===== src/sv/bsrc_pkg.sv =====
// shared types, constants and pattern table for the six-step ramped commutator
`default_nettype none
package bsrc_pkg;

    localparam int PERIOD_BITS_DEF = 8;
    localparam int RAMP_BITS_DEF   = 16;

    localparam int CFG_PERIOD_W = 8;
    localparam int CFG_RAMP_W   = 16;
    localparam int PATTERN_W    = 6;
    localparam int STEP_W       = 4;
    localparam int PADDR_W      = 4;
    localparam int PDATA_W      = 32;
    localparam int S_TDATA_W    = 8;
    localparam int M_TDATA_W    = 24;

    localparam logic [1:0] REG_TARGET_PERIOD = 2'd0;
    localparam logic [1:0] REG_START_PERIOD  = 2'd1;
    localparam logic [1:0] REG_REVERSE_DIR   = 2'd2;
    localparam logic [1:0] REG_RAMP_INTERVAL = 2'd3;

    localparam logic [CFG_PERIOD_W-1:0] TARGET_PERIOD_RST = 8'd200;
    localparam logic [CFG_PERIOD_W-1:0] START_PERIOD_RST  = 8'd200;
    localparam logic [CFG_RAMP_W-1:0]   RAMP_INTERVAL_RST = 16'd800;

    localparam logic [STEP_W-1:0] LAST_STEP = 4'd11;
    localparam logic [STEP_W-1:0] HALF_SEQ  = 4'd6;

    typedef struct packed {
        logic                    at_target;
        logic [CFG_PERIOD_W-1:0] period_now;
        logic [STEP_W-1:0]       step_index;
        logic [PATTERN_W-1:0]    drive_pattern;
    } result_t;

    function automatic logic [PATTERN_W-1:0] step_pattern(input logic [STEP_W-1:0] k,
                                                          input logic rev);
        logic [PATTERN_W-1:0] p;
        p = '0;
        case (k)
            4'd0: p = rev ? 6'd33 : 6'd17;
            4'd1: p = rev ? 6'd34 : 6'd20;
            4'd2: p = rev ? 6'd10 : 6'd12;
            4'd3: p = rev ? 6'd12 : 6'd10;
            4'd4: p = rev ? 6'd20 : 6'd34;
            4'd5: p = rev ? 6'd17 : 6'd33;
            default: p = '0;
        endcase
        return p;
    endfunction

endpackage
`default_nettype wire


===== src/sv/bsrc_out_buf.sv =====
// two-entry output register with skid stage for the result channel
`default_nettype none
module bsrc_out_buf (
    input  wire logic              aclk,
    input  wire logic              aresetn,
    input  wire logic              in_valid,
    output logic                   in_ready,
    input  wire bsrc_pkg::result_t in_data,
    output logic                   out_valid,
    input  wire logic              out_ready,
    output bsrc_pkg::result_t      out_data
);

    logic              main_valid_reg;
    logic              skid_valid_reg;
    bsrc_pkg::result_t main_data_reg;
    bsrc_pkg::result_t skid_data_reg;
    logic              push;
    logic              pop;

    assign in_ready  = !skid_valid_reg;
    assign out_valid = main_valid_reg;
    assign out_data  = main_data_reg;
    assign push      = in_valid && in_ready;
    assign pop       = main_valid_reg && out_ready;

    always_ff @(posedge aclk) begin
        if (!aresetn) begin
            main_valid_reg <= 1'b0;
            skid_valid_reg <= 1'b0;
        end else if (pop) begin
            if (skid_valid_reg) begin
                main_data_reg  <= skid_data_reg;
                skid_valid_reg <= 1'b0;
            end else begin
                main_valid_reg <= push;
                if (push) begin
                    main_data_reg <= in_data;
                end
            end
        end else if (push) begin
            if (!main_valid_reg) begin
                main_data_reg  <= in_data;
                main_valid_reg <= 1'b1;
            end else begin
                skid_data_reg  <= in_data;
                skid_valid_reg <= 1'b1;
            end
        end
    end

    assert property (@(posedge aclk) disable iff (!aresetn)
        skid_valid_reg |-> main_valid_reg)
        else $error("skid entry held without main entry");

endmodule
`default_nettype wire


===== src/sv/bldc_six_step_ramped_commutator.sv =====
// top level: six-step commutation sequencer with period ramp and apb configuration
//
// each request on the s_ channel is one time tick carrying hold and restart.
// every request gives exactly one result on the m_ channel: the drive
// pattern, the step index and period after the tick, and an at-target flag.
// the tick is computed combinationally from the state registers and written
// to an output register. one request is taken per cycle while s_tready is
// high; throughput is one tick per clock, as the state registers update
// on every accepted request.
// a skid stage behind the output register lets one more request in while
// a result waits; s_tready drops only when both are full, and nothing is
// lost or repeated under any stall pattern.
// synchronous active-low reset clears step, tick and ramp counters, loads
// the period with 200 and sets registers to their reset values.
// registers over apb at byte offsets 0x0 target period, 0x4 start period,
// 0x8 reverse direction, 0xc ramp interval; write them only while idle.
`default_nettype none
module bldc_six_step_ramped_commutator #(
    parameter int PERIOD_BITS = bsrc_pkg::PERIOD_BITS_DEF,
    parameter int RAMP_BITS   = bsrc_pkg::RAMP_BITS_DEF
) (
    input  wire logic                             aclk,
    input  wire logic                             aresetn,
    input  wire logic                             s_tvalid,
    output logic                                  s_tready,
    // hold, restart, zero fill
    input  wire logic [bsrc_pkg::S_TDATA_W-1:0]   s_tdata,
    output logic                                  m_tvalid,
    input  wire logic                             m_tready,
    // drive_pattern[5:0], step_index[9:6], period_now[17:10], at_target[18], zero fill
    output logic [bsrc_pkg::M_TDATA_W-1:0]        m_tdata,
    input  wire logic                             psel,
    input  wire logic                             penable,
    input  wire logic                             pwrite,
    input  wire logic [bsrc_pkg::PADDR_W-1:0]     paddr,
    input  wire logic [bsrc_pkg::PDATA_W-1:0]     pwdata,
    output logic [bsrc_pkg::PDATA_W-1:0]          prdata,
    output logic                                  pready
);

    localparam int CMP_W = (RAMP_BITS > bsrc_pkg::CFG_RAMP_W) ? RAMP_BITS
                                                               : bsrc_pkg::CFG_RAMP_W;

    logic [bsrc_pkg::CFG_PERIOD_W-1:0] target_period_reg;
    logic [bsrc_pkg::CFG_PERIOD_W-1:0] start_period_reg;
    logic                              reverse_dir_reg;
    logic [bsrc_pkg::CFG_RAMP_W-1:0]   ramp_interval_reg;

    logic [bsrc_pkg::STEP_W-1:0] step_pos_reg, step_pos_next;
    logic [PERIOD_BITS-1:0]      step_ticks_reg, step_ticks_next;
    logic [PERIOD_BITS-1:0]      cur_period_reg, cur_period_next;
    logic [RAMP_BITS-1:0]        ramp_ticks_reg, ramp_ticks_next;

    logic                        cfg_write;
    logic                        accept;
    logic                        hold;
    logic                        restart;
    logic [PERIOD_BITS-1:0]      tgt;
    logic [PERIOD_BITS-1:0]      start;
    logic [PERIOD_BITS-1:0]      period0;
    logic [PERIOD_BITS-1:0]      ticks1;
    logic [RAMP_BITS-1:0]        ramp1;
    logic                        advance;
    logic [bsrc_pkg::STEP_W-1:0] pat_idx;
    logic                        buf_ready;
    bsrc_pkg::result_t           result;
    bsrc_pkg::result_t           out_result;

    assign pready    = 1'b1;
    assign cfg_write = psel && penable && pwrite && pready;
    assign s_tready  = buf_ready;
    assign accept    = s_tvalid && s_tready;
    assign hold      = s_tdata[0];
    assign restart   = s_tdata[1];
    assign tgt       = PERIOD_BITS'(target_period_reg);
    assign start     = PERIOD_BITS'(start_period_reg);

    always_ff @(posedge aclk) begin
        if (!aresetn) begin
            target_period_reg <= bsrc_pkg::TARGET_PERIOD_RST;
            start_period_reg  <= bsrc_pkg::START_PERIOD_RST;
            reverse_dir_reg   <= 1'b0;
            ramp_interval_reg <= bsrc_pkg::RAMP_INTERVAL_RST;
        end else if (cfg_write) begin
            unique case (paddr[3:2])
                bsrc_pkg::REG_TARGET_PERIOD:
                    target_period_reg <= pwdata[bsrc_pkg::CFG_PERIOD_W-1:0];
                bsrc_pkg::REG_START_PERIOD:
                    start_period_reg <= pwdata[bsrc_pkg::CFG_PERIOD_W-1:0];
                bsrc_pkg::REG_REVERSE_DIR:
                    reverse_dir_reg <= pwdata[0];
                bsrc_pkg::REG_RAMP_INTERVAL:
                    ramp_interval_reg <= pwdata[bsrc_pkg::CFG_RAMP_W-1:0];
                default: ;
            endcase
        end
    end

    always_comb begin
        prdata = '0;
        unique case (paddr[3:2])
            bsrc_pkg::REG_TARGET_PERIOD: prdata = bsrc_pkg::PDATA_W'(target_period_reg);
            bsrc_pkg::REG_START_PERIOD:  prdata = bsrc_pkg::PDATA_W'(start_period_reg);
            bsrc_pkg::REG_REVERSE_DIR:   prdata = bsrc_pkg::PDATA_W'(reverse_dir_reg);
            bsrc_pkg::REG_RAMP_INTERVAL: prdata = bsrc_pkg::PDATA_W'(ramp_interval_reg);
            default:                     prdata = '0;
        endcase
    end

    // one tick of the sequencer
    always_comb begin
        period0         = restart ? start : cur_period_reg;
        ramp1           = (ramp_ticks_reg == '1) ? ramp_ticks_reg : ramp_ticks_reg + 1'b1;
        ticks1          = step_ticks_reg + 1'b1;
        advance         = (ticks1 == '0) || (ticks1 >= period0);
        step_pos_next   = step_pos_reg;
        step_ticks_next = ticks1;
        cur_period_next = period0;
        ramp_ticks_next = ramp1;
        if (advance) begin
            step_ticks_next = '0;
            if (step_pos_reg >= bsrc_pkg::LAST_STEP) begin
                step_pos_next = '0;
                if ((CMP_W'(ramp1) > CMP_W'(ramp_interval_reg)) && (period0 != tgt)) begin
                    cur_period_next = (period0 < tgt) ? period0 + 1'b1 : period0 - 1'b1;
                    ramp_ticks_next = '0;
                end
            end else begin
                step_pos_next = step_pos_reg + 1'b1;
            end
        end
        if (hold) begin
            step_pos_next   = '0;
            step_ticks_next = '0;
            ramp_ticks_next = '0;
            cur_period_next = start;
        end
    end

    always_comb begin
        pat_idx = (step_pos_next >= bsrc_pkg::HALF_SEQ) ? step_pos_next - bsrc_pkg::HALF_SEQ
                                                         : step_pos_next;
        result.drive_pattern = hold ? '0 : bsrc_pkg::step_pattern(pat_idx, reverse_dir_reg);
        result.step_index    = step_pos_next;
        result.period_now    = bsrc_pkg::CFG_PERIOD_W'(cur_period_next);
        result.at_target     = (cur_period_next == tgt);
    end

    always_ff @(posedge aclk) begin
        if (!aresetn) begin
            step_pos_reg   <= '0;
            step_ticks_reg <= '0;
            cur_period_reg <= PERIOD_BITS'(bsrc_pkg::START_PERIOD_RST);
            ramp_ticks_reg <= '0;
        end else if (accept) begin
            step_pos_reg   <= step_pos_next;
            step_ticks_reg <= step_ticks_next;
            cur_period_reg <= cur_period_next;
            ramp_ticks_reg <= ramp_ticks_next;
        end
    end

    bsrc_out_buf u_out_buf (
        .aclk      (aclk),
        .aresetn   (aresetn),
        .in_valid  (s_tvalid),
        .in_ready  (buf_ready),
        .in_data   (result),
        .out_valid (m_tvalid),
        .out_ready (m_tready),
        .out_data  (out_result)
    );

    assign m_tdata = bsrc_pkg::M_TDATA_W'(out_result);

    assert property (@(posedge aclk) disable iff (!aresetn)
        step_pos_reg <= bsrc_pkg::LAST_STEP)
        else $error("step position out of sequence");

    assert property (@(posedge aclk) disable iff (!aresetn)
        (accept && hold) |=> (step_pos_reg == '0 && ramp_ticks_reg == '0 && m_tvalid))
        else $error("hold did not clear the sequence");

    assert property (@(posedge aclk) disable iff (!aresetn)
        (accept && !hold && !restart) |=>
            (cur_period_reg == $past(cur_period_reg)
             || cur_period_reg == PERIOD_BITS'($past(cur_period_reg) + 1'b1)
             || cur_period_reg == PERIOD_BITS'($past(cur_period_reg) - 1'b1)))
        else $error("period moved by more than one tick");

endmodule
`default_nettype wire


===== config.mk =====
export PLATFORM = sky130hd
export DESIGN_NAME = bldc_six_step_ramped_commutator
export DESIGN_NICKNAME = d
export VERILOG_FILES = /design/src/sv/bsrc_pkg.sv /design/src/sv/bsrc_out_buf.sv /design/src/sv/bldc_six_step_ramped_commutator.sv
export SDC_FILE = /design/constraint.sdc
export NUM_CORES = 1
export LEC_CHECK = 0
export BUFFER_PORTS_ARGS = -buffer_cell sky130_fd_sc_hd__buf_2
export CAP_MARGIN = 0
export CORE_ASPECT_RATIO = 0.7
export CORE_MARGIN = 2
export CORE_UTILIZATION = 54
export CTS_BUF_LIST = sky130_fd_sc_hd__clkbuf_4 sky130_fd_sc_hd__clkbuf_8
export CTS_CLUSTER_DIAMETER = 200
export DETAILED_ROUTE_END_ITERATION = 7
export PLACE_DENSITY = 0.91
export SETUP_SLACK_MARGIN = 0.2
export SLEW_MARGIN = 0
export SYNTH_ARGS = -nofsm -noshare
export SYNTH_HDL_FRONTEND = slang
export SYNTH_SLANG_ARGS = --single-unit

===== constraint.sdc =====
create_clock -name aclk -period 5 [get_ports aclk]
set_clock_uncertainty 0.2 [all_clocks]
set_input_delay 0.75 -clock aclk [delete_from_list [all_inputs] [get_ports aclk]]
set_output_delay 0.75 -clock aclk [all_outputs]
set_load 0.05 [all_outputs]

==> results.md <==
* Critical Path Sink: u_out_buf.skid_data_reg[18]$_DFFE_PP_
* First-pass GRT wire length at 30.15 mm
* CTS root buf: clkbuf_8
* GRT Residual Overflow at 0
* Final Hold Vio Count at 0
* M1 GR Usage at 40.93%
* Ys async rst share at 0%
* Post-DP HPWL at 14.31 mm
* R2R Setup Slk at 0.32 ns
* Pre-CTS setup slack at -0.01648 ns
* Largest net degree at the start of global routing at 60
* Fin nets at 1,027
* Worst EP required at 5.02 ns
* Outcome: finished with violations
* Routed WL per cell at 17.62 um
* Post-DRT Antenna Nets at 0
* WHS at 0.2621 ns
* Vias per cell at 5.966
* Register area share after synthesis at 36.65%
* I/O Buffers at 63
* Die extent in x at 140 um
* Post-Layout Cell Count at 1,100
* Commonest cells after routing, fill and taps aside: 109 x nand2_1, 87 x nor2_1, 66 x dfxtp_1
* CP Cell Sequence: and4_4 -> nand4_1 -> or3_4 -> nand2b_4 -> nor2_2 -> and3_1 -> xor2_1 -> ha_1 -> a21oi_2 -> o21bai_1 -> o31ai_1 -> buf_4 -> buf_12 -> nand3_4 -> nand2_4 -> buf_4 -> o21a_1 -> a2111oi_0 -> or4_4 -> nor4_2
* Number of flops mapped to enable cells by yosys at 38
* Number of max-cap violations at 0
* Core Util, Final at 64.89%
* Post-CTS Hold Fix Bufs at 0
* Actual slew at the worst max-slew pin at 1.125 ns
* Fraction of layout cells with a size suffix above 1 at 20.47%
* Hold Path Class: reg2reg
* CTS Buf Count at 9
* Initial DRC count at 804
* Crit Path Max Fanout at 6
* Leak pwr at 3.461 nW
* Maximum clock insertion buffer count at 2
* Final WL at 19.38 mm
* RSZ-0062 raised after global routing: yes
* Synthesized instance count at 839
* Total GRT Usage at 27.23%
* Reg2Reg Depth at 20
* Number of global-route vias before repair at 5,894
* Initial antenna violation count at 0
* Final Setup Violations at 0
* Reg-to-reg endpoint: u_out_buf.skid_data_reg[18]$_DFFE_PP_
* Global-route layer with the greatest usage: met1
* Synthesized cell area at 0.006992 mm2
* Ant. Diodes at 0
* Top Ports at 110
* Most used cell, CP: buf_4
* Core outline area at 0.01255 mm2
* Met2 Use GR at 39.41%
* Setup TNS at 0 ns
* Crit path capture type: flip-flop
* RR Startpoint: ramp_ticks_reg[5]$_SDFFE_PN0P_
* PD cells at 237.3 mW/mm2
* Syn Area/Cell at 8.333 um2
* Slew Viols, Final at 0
* Worst Path Arrival at 4.70 ns
* Die extent in y at 99.20 um
* Worst Setup SP: ramp_ticks_reg[5]$_SDFFE_PN0P_
* Clock latency on the worst-skew pair at 0.40 ns
* Die area at 0.01389 mm2
* Site row count at 34
* Distinct cell type count of the synthesized netlist at 70
* Commonest non-fill, non-tap cell in the layout: nand2_1
* Vias at 6,563
* Setup crit start kind: flip-flop
* Met3 GRT Util at 6.452%
* Routability cong. at 0.9705
* Num Clock Sinks at 109
* Drt first pass iters at 8
* DRC violations left at 8
* Synth Register Bits at 109
* CTS tree: built
* Min setup slack post-route at 0.3157 ns
* Area Growth Syn to Fin at 16.46%
* Primary FF master, synth: dfxtp_1
* Failing checks: design-rule violations
* Ys Warns at 0
* Achievable clock frequency at 0.2135 GHz
* Crit-path slowest cell: or4_4
* Max VDD drop at 0.1445 mV
* Clock slew at reported path FFs at 0.12 ns
* Slew Limit Headroom at 25.02%
* Post-Place Cells at 1,080
* Final period util at 93.69%
* Crit path kind: reg2reg
* H-tree Lvls at 3
* Crit-path max cell delay at 0.58 ns
* Initial Util at 55.71%
* # fillers at 956
* Fin crit period at 4.684 ns
## where the power goes
| part | internal, mW | switching [mW] | leakage (nW) | total [mW] |
|---|---|---|---|---|
| clock network | 0.199 | 0.351 | 0.103 | 0.550 |
| registers | 0.937 | 0.0158 | 0.920 | 0.953 |
| logic | 0.148 | 0.280 | 2.44 | 0.428 |
## worst min-delay path by stage
stage,end,start,cells after the start
after global routing,ramp_interval_reg[12]$_SDFFE_PN0P_,ramp_interval_reg[12]$_SDFFE_PN0P_,2
after detailed placement,ramp_interval_reg[15]$_SDFFE_PN0P_,ramp_interval_reg[15]$_SDFFE_PN0P_,2
after CTS,ramp_interval_reg[15]$_SDFFE_PN0P_,ramp_interval_reg[15]$_SDFFE_PN0P_,2
after global placement,ramp_interval_reg[14]$_SDFFE_PN0P_,ramp_interval_reg[14]$_SDFFE_PN0P_,2
after floorplan,ramp_interval_reg[10]$_SDFFE_PN0P_,ramp_interval_reg[10]$_SDFFE_PN0P_,2
final,ramp_interval_reg[12]$_SDFFE_PN0P_,ramp_interval_reg[12]$_SDFFE_PN0P_,2
## synth_stat cells (all sizes together), types with 6 or more instances
library cell  instances  area [um2]
o211ai               12       103.9
ha                   42       525.5
and3                  9       57.56
or3                   8       50.05
nor2                 91       349.1
nand3                38       202.7
o22ai                11       68.82
buf                  27       214.0
inv                  52       195.2
edfxtp               38        1141
a21oi                63       315.3
nor3                 21       105.1
a21o                  9       68.82
nor2b                 6       37.54
clkbuf               33       123.9
nand2               110       412.9
xor2                 11       96.34
mux2i                28       280.3
a31oi                 6       37.54
nand4                10       62.56
xnor2                20       175.2
a211oi               12       102.6
a22oi                12       90.09
o21ai                31       155.2
o21a                  9       67.56
dfxtp                71        1421
## cells by family (layout without fill, tap and decap cells)
group | after synthesis | after routing | synth area share [%]
buffers and inverters | 113 | 191 | 7.749
adder cells (fa/ha/maj) | 43 | 43 | 7.802
XOR/XNOR | 31 | 31 | 3.883
AND/OR/NAND/NOR | 318 | 318 | 20.96
AO/OA/AOI/OAI | 192 | 193 | 18.20
flip-flops | 109 | 109 | 36.65
other | 2 | 22 | 0.1074
multiplexers | 31 | 31 | 4.653
## what timing repair did
action,4_1_cts,5_1_grt
setup buffers,2,1
endpoints found under the setup margin,11,14
gates resized for setup,5,37
gates cloned,0,1
pin swaps,1,5
endpoints found under the hold margin,0,0
## per-stage QoR
stage | area, um2 | power, mW
6_report | 8143 | 1.932
5_1_grt | 8143 | 2.003
4_1_cts | 7963 | 1.918
3_5_place_dp | 7737 | 1.381
3_3_place_gp | 7737 | 1.374
2_1_floorplan | 7128 | 1.279
## layout make-up
class                      instances  area [um2]  area share [%]
clock buffer                       9       123.9           1.521
multi-input combinational        638        4184           51.38
tap                              162       202.7           2.489
timing repair buffer             123       793.3           9.742
clock inverter                     7       72.57          0.8912
inverter                          52       195.2           2.397
sequential                       109        2571           31.58
## layer usage
layer | routed length (um) | vias to the layer above
met4 | 361 | 0
met3 | 2216 | 33
li1 | - | 3122
met5 | 0 | -
met1 | 8708 | 3068
met2 | 8097 | 340
## worst max-delay path, delay by kind of cell (launching register included)
kind	cells	cell delay (ns)
XOR/XNOR	1	0.16
AND/OR/NAND/NOR	10	2.26
AO/OA/AOI/OAI	5	0.67
adder cells (fa/ha/maj)	1	0.34
buffers and inverters	3	0.44
flip-flops	1	0.42
No activity file was read; power rests on OpenSTA's default activity.
